## config.mk

```make
export PLATFORM = sky130hd
export DESIGN_NAME = sliding_window_maximum_core
export DESIGN_NICKNAME = d
export VERILOG_FILES = /design/src/rtl/swm_pkg.sv /design/src/rtl/swm_cell.sv /design/src/rtl/sliding_window_maximum_core.sv
export VERILOG_INCLUDE_DIRS = /design/src /design/src/rtl
export SDC_FILE = /design/constraint.sdc
export NUM_CORES = 2
export LEC_CHECK = 0
export BUFFER_PORTS_ARGS = -buffer_cell sky130_fd_sc_hd__buf_4
export CORE_AREA = 8 8 495 497
export CTS_CLUSTER_DIAMETER = 40
export DETAILED_ROUTE_END_ITERATION = 12
export DIE_AREA = 0 0 503 505
export PLACE_DENSITY = 0.65
export SLEW_MARGIN = 20
export SYNTH_ARGS = -nofsm -noshare
export SYNTH_HDL_FRONTEND = slang
export SYNTH_SLANG_ARGS = --single-unit
export TNS_END_PERCENT = 10
```

## constraint.sdc

```tcl
create_clock -name clk -period 9.1 [get_ports clk]
set_clock_uncertainty 0.1 [all_clocks]
set_input_delay 0.91 -clock clk [delete_from_list [all_inputs] [get_ports clk]]
set_output_delay 0.91 -clock clk [all_outputs]
set_load 0.02 [all_outputs]
```

## src/rtl/sliding_window_maximum_core_defines.svh

```systemverilog
// ---------------------------------------------------------------------------
// Sliding window maximum: assertion macros
// Concurrent assertion wrappers shared by the RTL; empty under synthesis.
// ---------------------------------------------------------------------------
`ifndef SLIDING_WINDOW_MAXIMUM_CORE_DEFINES_SVH
`define SLIDING_WINDOW_MAXIMUM_CORE_DEFINES_SVH

`ifndef SYNTHESIS
// checked out of reset only
`define SWM_ASSERT(lbl, prop, msg) \
  lbl: assert property (@(posedge clk) disable iff (!rst_n) prop) else $error(msg);
// checked on every edge, reset included
`define SWM_ASSERT_RST(lbl, prop, msg) \
  lbl: assert property (@(posedge clk) prop) else $error(msg);
`else
`define SWM_ASSERT(lbl, prop, msg)
`define SWM_ASSERT_RST(lbl, prop, msg)
`endif

`endif

```

## src/rtl/swm_pkg.sv

```systemverilog
// ---------------------------------------------------------------------------
// Sliding window maximum package
// Payload types, cell control bundle and shared constants.
// ---------------------------------------------------------------------------
package swm_pkg;

  localparam int SWM_SAMPLE_W       = 16;
  localparam int SWM_WIN_CFG_W      = 7;
  localparam int SWM_WINDOW_MAX_DEF = 64;
  localparam logic [SWM_WIN_CFG_W-1:0] SWM_WIN_RESET = 7'd3;

  typedef struct packed {
    logic signed [SWM_SAMPLE_W-1:0] sample;
    logic                           last;
  } in_item_t;

  typedef struct packed {
    logic signed [SWM_SAMPLE_W-1:0] window_max;
    logic                           end_of_stream;
  } out_item_t;

  // broadcast to every cell of the deque chain
  typedef struct packed {
    logic                           shift;   // move every entry one cell to the front
    logic                           commit;  // pop smaller entries, append sample
    logic                           flush;   // end of stream: drop all entries
    logic signed [SWM_SAMPLE_W-1:0] sample;
  } cell_ctl_t;

endpackage

```

## src/rtl/swm_cell.sv

```systemverilog
// ---------------------------------------------------------------------------
// Sliding window maximum: deque cell
// Holds one candidate (value, position). Takes its neighbour's entry on a
// front eviction, drops itself when beaten by the new sample, and takes the
// sample when it is the first free cell behind the kept entries.
// ---------------------------------------------------------------------------
module swm_cell #(
  parameter int PW = 7
) (
  input  logic                                    clk,
  input  logic                                    rst_n,
  input  swm_pkg::cell_ctl_t                      ctl_i,
  input  logic [PW-1:0]                           now_i,
  input  logic                                    nb_valid_i,
  input  logic signed [swm_pkg::SWM_SAMPLE_W-1:0] nb_value_i,
  input  logic [PW-1:0]                           nb_pos_i,
  input  logic                                    prev_keep_i,
  output logic                                    valid_o,
  output logic signed [swm_pkg::SWM_SAMPLE_W-1:0] value_o,
  output logic [PW-1:0]                           pos_o,
  output logic                                    keep_o,
  output logic signed [swm_pkg::SWM_SAMPLE_W-1:0] head_value_o
);
  import swm_pkg::*;

  logic                           valid_r, valid_nxt;
  logic signed [SWM_SAMPLE_W-1:0] value_r, value_nxt;
  logic [PW-1:0]                  pos_r, pos_nxt;

  logic                           v_valid;
  logic signed [SWM_SAMPLE_W-1:0] v_value;
  logic [PW-1:0]                  v_pos;
  logic                           popped;
  logic                           keep;
  logic                           wr;

  always_comb begin
    v_valid   = ctl_i.shift ? nb_valid_i : valid_r;
    v_value   = ctl_i.shift ? nb_value_i : value_r;
    v_pos     = ctl_i.shift ? nb_pos_i   : pos_r;
    // equal values survive
    popped    = v_valid && ctl_i.commit && (v_value < ctl_i.sample);
    keep      = v_valid && !popped;
    wr        = ctl_i.commit && prev_keep_i && !keep;
    valid_nxt = ctl_i.flush ? 1'b0 : (keep || wr);
    value_nxt = wr ? ctl_i.sample : v_value;
    pos_nxt   = wr ? now_i : v_pos;
  end

  always_ff @(posedge clk) begin
    if (!rst_n) begin
      valid_r <= 1'b0;
    end else begin
      valid_r <= valid_nxt;
    end
  end

  always_ff @(posedge clk) begin
    value_r <= value_nxt;
    pos_r   <= pos_nxt;
  end

  assign valid_o      = valid_r;
  assign value_o      = value_r;
  assign pos_o        = pos_r;
  assign keep_o       = keep;
  assign head_value_o = value_nxt;

endmodule

```

## src/rtl/sliding_window_maximum_core.sv

```systemverilog
// Each sample is registered on transfer; its result is registered at the output when it commits.
// Throughput: one sample per cycle while at most one candidate leaves the front
//   per sample; each further front eviction (after window_len is shortened)
//   is done as a separate shift of the deque cell chain. A result stalled at the
//   output register holds the sample in flight.
// Reset (synchronous, rst_n low): deque emptied, counters cleared, window_len = 3.
// ---------------------------------------------------------------------------
// Sliding window maximum core
// Running maximum of the last window_len samples, kept as a monotonic deque
// in a chain of cells, front at cell 0.
// ---------------------------------------------------------------------------
`include "sliding_window_maximum_core_defines.svh"

module sliding_window_maximum_core #(
  parameter int WINDOW_MAX = swm_pkg::SWM_WINDOW_MAX_DEF
) (
  input  logic                               clk,
  input  logic                               rst_n,
  input  logic                               in_valid,
  output logic                               in_ready,
  input  swm_pkg::in_item_t                  in_data,
  output logic                               out_valid,
  input  logic                               out_ready,
  output swm_pkg::out_item_t                 out_data,
  input  logic                               cfg_valid,
  output logic                               cfg_ready,
  input  logic [swm_pkg::SWM_WIN_CFG_W-1:0]  cfg_data
);
  import swm_pkg::*;

  localparam int POS_MOD = 2 * WINDOW_MAX;
  localparam int PW      = $clog2(POS_MOD);
  localparam int CW      = $clog2(WINDOW_MAX + 1);

  // configuration
  logic [SWM_WIN_CFG_W-1:0] win_cfg_r;
  logic [CW-1:0]            eff_win;

  // sample in flight
  logic                     hold_v_r, hold_v_nxt;
  in_item_t                 hold_r;

  // stream counters
  logic [PW-1:0]            now_r, now_nxt;
  logic [CW-1:0]            fill_r, fill_nxt, fill_inc;

  // output register
  logic                     out_valid_r, out_valid_nxt;
  out_item_t                out_r;

  // cell chain
  logic [WINDOW_MAX-1:0]                    cv;
  logic signed [SWM_SAMPLE_W-1:0]           cval  [WINDOW_MAX];
  logic [PW-1:0]                            cpos  [WINDOW_MAX];
  logic [WINDOW_MAX-1:0]                    ckeep;
  logic signed [SWM_SAMPLE_W-1:0]           chead [WINDOW_MAX];
  cell_ctl_t                                ctl;

  logic [PW-1:0] age0, age1;
  logic          evict0, evict1;
  logic          produce, out_free, done;

  // window length: zero means one, anything above the deque depth saturates
  always_comb begin
    if (win_cfg_r == '0) begin
      eff_win = CW'(1);
    end else if (32'(win_cfg_r) > 32'(WINDOW_MAX)) begin
      eff_win = CW'(WINDOW_MAX);
    end else begin
      eff_win = CW'(win_cfg_r);
    end
  end

  // age modulo the position range
  always_comb begin
    age0   = now_r - cpos[0] + ((now_r < cpos[0]) ? PW'(POS_MOD) : '0);
    age1   = now_r - cpos[1] + ((now_r < cpos[1]) ? PW'(POS_MOD) : '0);
    evict0 = cv[0] && (32'(age0) >= 32'(eff_win));
    evict1 = cv[1] && (32'(age1) >= 32'(eff_win));
  end

  always_comb begin
    fill_inc = (32'(fill_r) < 32'(WINDOW_MAX)) ? fill_r + CW'(1) : fill_r;
    produce  = 32'(fill_inc) >= 32'(eff_win);
    out_free = !out_valid_r || out_ready;
    // two stale entries at the front: shift once and retry next cycle
    done     = hold_v_r && !(evict0 && evict1) && (!produce || out_free);

    ctl.shift  = hold_v_r && evict0 && (evict1 || done);
    ctl.commit = done;
    ctl.flush  = done && hold_r.last;
    ctl.sample = hold_r.sample;

    hold_v_nxt = (in_valid && in_ready) ? 1'b1 : (done ? 1'b0 : hold_v_r);

    now_nxt  = now_r;
    fill_nxt = fill_r;
    if (done) begin
      if (hold_r.last) begin
        now_nxt  = '0;
        fill_nxt = '0;
      end else begin
        now_nxt  = (32'(now_r) == POS_MOD - 1) ? '0 : now_r + PW'(1);
        fill_nxt = fill_inc;
      end
    end

    if (done && produce) begin
      out_valid_nxt = 1'b1;
    end else if (out_ready) begin
      out_valid_nxt = 1'b0;
    end else begin
      out_valid_nxt = out_valid_r;
    end
  end

  genvar gi;
  generate
    for (gi = 0; gi < WINDOW_MAX; gi++) begin : g_cell
      logic                           nb_valid;
      logic signed [SWM_SAMPLE_W-1:0] nb_value;
      logic [PW-1:0]                  nb_pos;
      logic                           prev_keep;

      if (gi == WINDOW_MAX - 1) begin : g_tail
        assign nb_valid = 1'b0;
        assign nb_value = '0;
        assign nb_pos   = '0;
      end else begin : g_body
        assign nb_valid = cv[gi+1];
        assign nb_value = cval[gi+1];
        assign nb_pos   = cpos[gi+1];
      end

      if (gi == 0) begin : g_front
        assign prev_keep = 1'b1;
      end else begin : g_rest
        assign prev_keep = ckeep[gi-1];
      end

      swm_cell #(
        .PW (PW)
      ) u_cell (
        .clk          (clk),
        .rst_n        (rst_n),
        .ctl_i        (ctl),
        .now_i        (now_r),
        .nb_valid_i   (nb_valid),
        .nb_value_i   (nb_value),
        .nb_pos_i     (nb_pos),
        .prev_keep_i  (prev_keep),
        .valid_o      (cv[gi]),
        .value_o      (cval[gi]),
        .pos_o        (cpos[gi]),
        .keep_o       (ckeep[gi]),
        .head_value_o (chead[gi])
      );
    end
  endgenerate

  always_ff @(posedge clk) begin
    if (!rst_n) begin
      win_cfg_r   <= SWM_WIN_RESET;
      hold_v_r    <= 1'b0;
      now_r       <= '0;
      fill_r      <= '0;
      out_valid_r <= 1'b0;
    end else begin
      if (cfg_valid) begin
        win_cfg_r <= cfg_data;
      end
      hold_v_r    <= hold_v_nxt;
      now_r       <= now_nxt;
      fill_r      <= fill_nxt;
      out_valid_r <= out_valid_nxt;
    end
  end

  always_ff @(posedge clk) begin
    if (in_valid && in_ready) begin
      hold_r <= in_data;
    end
    if (done && produce) begin
      out_r.window_max    <= chead[0];
      out_r.end_of_stream <= hold_r.last;
    end
  end

  assign in_ready  = !hold_v_r || done;
  assign cfg_ready = 1'b1;
  assign out_valid = out_valid_r;
  assign out_data  = out_r;

  // occupied cells always form a prefix of the chain
  `SWM_ASSERT(a_deque_prefix, (cv[WINDOW_MAX-1:1] & ~cv[WINDOW_MAX-2:0]) == '0, "deque has a hole")
  // an append always finds a free cell
  `SWM_ASSERT(a_no_overflow, ctl.commit |-> (!cv[WINDOW_MAX-1] || ctl.shift), "deque overflow on append")
  // end of stream empties the deque and restarts the counters
  `SWM_ASSERT(a_flush, (done && hold_r.last) |=> (!cv[0] && now_r == '0 && fill_r == '0), "stream state not cleared")
  // reset leaves nothing in flight
  `SWM_ASSERT_RST(a_reset_empty, !rst_n |=> (!hold_v_r && !out_valid_r && cv == '0), "state not cleared by reset")

endmodule

```

==> results.yml <==
power:
  power.switching_mw: 4.92
  power_frac_clock_pct: 51.8
  powerDensity_mw_per_mm2: 177
  p_leak_nw: 49.5
  ir_worst_vdd_uv: 162
  finalPower_mw: 18.9
  p_sw_share_pct: 26.1
  p_int_mw: 14.0
  sequentialPowerShare_pct: 40.0
  comb_power_share_pct: 8.2
cells_and_area:
  drive_above_1_share_pct: 20.9
  final-seq-area_mm2: 0.0367
  final_nets: 10900
  multiInputGateArea_mm2: 0.0545
  finalNonFillerCells: 13300
  fin_area_mm2: 0.106
  num-fill-cells: 22200
  areaGrowthSynthToFinish_pct: 13.1
cts:
  cts.clk_slew.worst_paths_ps: 60
  cts_buffers: 236
  postCtsSetupBuffers: 0
  post_cts_resized: 0
  clkLatencyLatePin_ps: 870
  hold_buffers: 0
  clock-sinks: 1593
  root_buffer: "clkbuf_16"
  cts_tree: "built"
  ctsHtreeMaxLevel: 4
  clk_path_buf_depth: 3
yosys:
  synth_nets: 11000
  netlist_area_mm2: 0.0941
  syn_inst: 9973
  synth_top_cells_by_area: "dfxtp_1 24%, mux2_2 15%, edfxtp_1 15%"
  synth_compound_area_share_pct: 8.22
  synth_mux_area_share_pct: 18.3
  synth_xor_area_share_pct: 0.334
  synth_fa_ha_area_share_pct: 13.2
  synthTopCellsByCount: "3066 x nand2_1, 1287 x mux2_2, 1111 x dfxtp_1, 993 x ha_1, 482 x edfxtp_1"
  synth_ff_type: "dfxtp_1"
  synth_seq_area_share_pct: 39.0
  synth.most_common_cell: "nand2_1"
  yosys.area.top_type: "dfxtp_1"
  synth_top_family_by_area: "multiplexers"
  ys.warnings.count: 0
  synth.top_cell.area_share_pct: 23.6
  synth_edf_count: 482
  synth.avg_cell_area_um2: 9.44
  async_flop_share_pct: 0
  synth_cell_type_count: 106
  synth-seq-cells: 1593
  synthSimpleGateAreaFrac_pct: 17.6
global_routing:
  grt_use_met1_pct: 29.4
  grt_antenna_before_repair: 9
  grt_usage_pct: 22.4
  grt_use_met2_pct: 35.7
  grt-ovfl-total: 0
  met3_usage_pct: 3.79
  grt.busiest_layer: "met2"
  grt_pass1_vias: 76400
  grt_max_degree: 133
  grt_pass1_wl_mm: 451
floorplan:
  coreArea_mm2: 0.237
  ios: 49
  row_count: 179
  die-area_mm2: 0.254
  fp.dieW_um: 503
  die_h_um: 505
  start_util_pct: 39.7
timing:
  min_period_over_period_pct: 93.7
  fmax_ghz: 0.117
  tightestPinTransition_ps: 1070
  timing.final.crit_period_ps: 8520
  timing.final.max_slew_violations: 0
  timing.final.ws_setup_ps: 578
  max_slew_margin_pct: 27.6
  setup_violations: 0
  finalSetupTns_ps: 0
  grt_setup_unrepaired: "false"
  hold_viol: 0
setup_path:
  path_class: "reg -> reg"
  cp_top_family: "simple AND/OR/NAND/NOR gates"
  crit-reg2reg-launch: "now_r[1]"
  cp.required_ps: 9530
  max_stage_delay_ps: 810
  cp.arrival_ps: 8950
  cpMaxStageDelayCell: "or3_1"
  endpoint_kind: "flop"
  path_common_cell: "a21o_1"
  worst-path-max-fanout: 106
  critPathLaunch: "now_r[1]"
  start_kind: "flop"
  crit_buf_inv: 3
detailed_routing:
  drc_errors: 0
  drt_wl_total_mm: 296
  wire_per_inst_um: 22.4
  drt_pass1_iterations: 6
  vias: 75800
  drt_iter0_drc: 6340
  vias_per_cell: 5.72
  ant_nets: 0
placement:
  routabilityCongestion: 0.901
  place_area_mm2: 0.0979
  numPortBuffers: 47
  pre_cts_slack_ps: 798
  dp_cells: 12800
  hpwlAfterDp_mm: 192
worst_hold_path:
  hold_path_class: "in -> reg"
  hold_start: "in_data[1]"
job:
  cap_viol_max_count: 0
outcome:
  outcome: "completed"
==> layout by cell type, fill, tap and decap left out, types with 48 or more instances in the layout <==
cell type,instances
dfxtp_1,1104
nand3_1,114
o21ai_0,220
nor3_1,63
mux2i_1,103
a31oi_1,48
a211oi_1,58
mux2_1,152
mux2_2,1287
buf_4,235
inv_1,94
a21oi_1,327
o211ai_1,51
a21o_1,167
and2_1,59
ha_1,993
nand2_1,3065
clkbuf_16,239
nand4_1,146
nor2_1,182
edfxtp_1,482
==> final cells by class <==
type,count,share of cell area (%)
Sequential cell,1593,34.5
Inverter,111,0.429
Antenna cell,1,0.00235
Clock buffer,278,5.88
Clock inverter,173,2.17
Timing Repair Buffer,259,2.11
Multi-Input combinational cell,7670,51.2
Tap cell,3167,3.72
==> logic make-up after synthesis <==
| group | count (synthesis) |
|---|---|
| other cells | 1 |
| flops | 1593 |
| mux | 1543 |
| compound gates | 1166 |
| simple gates | 3930 |
| buf+inv | 710 |
| xor+xnor | 35 |
| fa+ha+maj | 995 |
==> per-stage QoR <==
step,utilization (%),hold slack (ps)
finish,44.9,109
floorplan,-,344
global route,44.9,66.2
detailed placement,41.3,393
CTS,44.9,57.0
global placement,41.3,389
==> path summary, 6_finish.rpt <==
| check | end | slack [ps] | cells past startpoint |
|---|---|---|---|
| hold / removal | ctl[0] | 110 | 1 |
| setup reg to reg | g_cell[36].u_cell.pos_o[3] | 580 | 28 |
| hold reg to reg | g_cell[18].u_cell.value_o[0] | 400 | 2 |
| setup / recovery | g_cell[36].u_cell.pos_o[3] | 580 | 28 |
==> state kept, by name (all words and copies together), names as in the netlist <==
signal / cells
now_r: 7
hold_v_r: 1
out_valid: 1
out_data: 17
hold_r: 1
g_cell.u_cell.value_o: 1024
g_cell.u_cell.pos_o: 448
g_cell.u_cell.valid_o: 64
ctl: 16
fill_r: 7
win_cfg_r: 7
==> metal layers <==
| layer | up-vias | share of wire, % | wire (µm) |
|---|---|---|---|
| li1 | 35200 | - | - |
| met1 | 36700 | 42 | 126000 |
| met2 | 3021 | 45 | 132000 |
| met3 | 880 | 7.6 | 22600 |
| met4 | 0 | 5.3 | 15800 |
| met5 | - | 0 | 0 |
==> power by group through the flow <==
stage / clock (mW) / combinational (mW) / sequential [mW]
after floorplan: 0 / 0.938 / 7.68
after global placement: 0 / 1.47 / 7.70
after detailed placement: 0 / 1.52 / 7.70
after CTS: 9.90 / 1.53 / 7.55
after global routing: 10.2 / 1.68 / 7.56
final: 9.78 / 1.56 / 7.55
No activity file was read; power rests on OpenSTA's default activity.
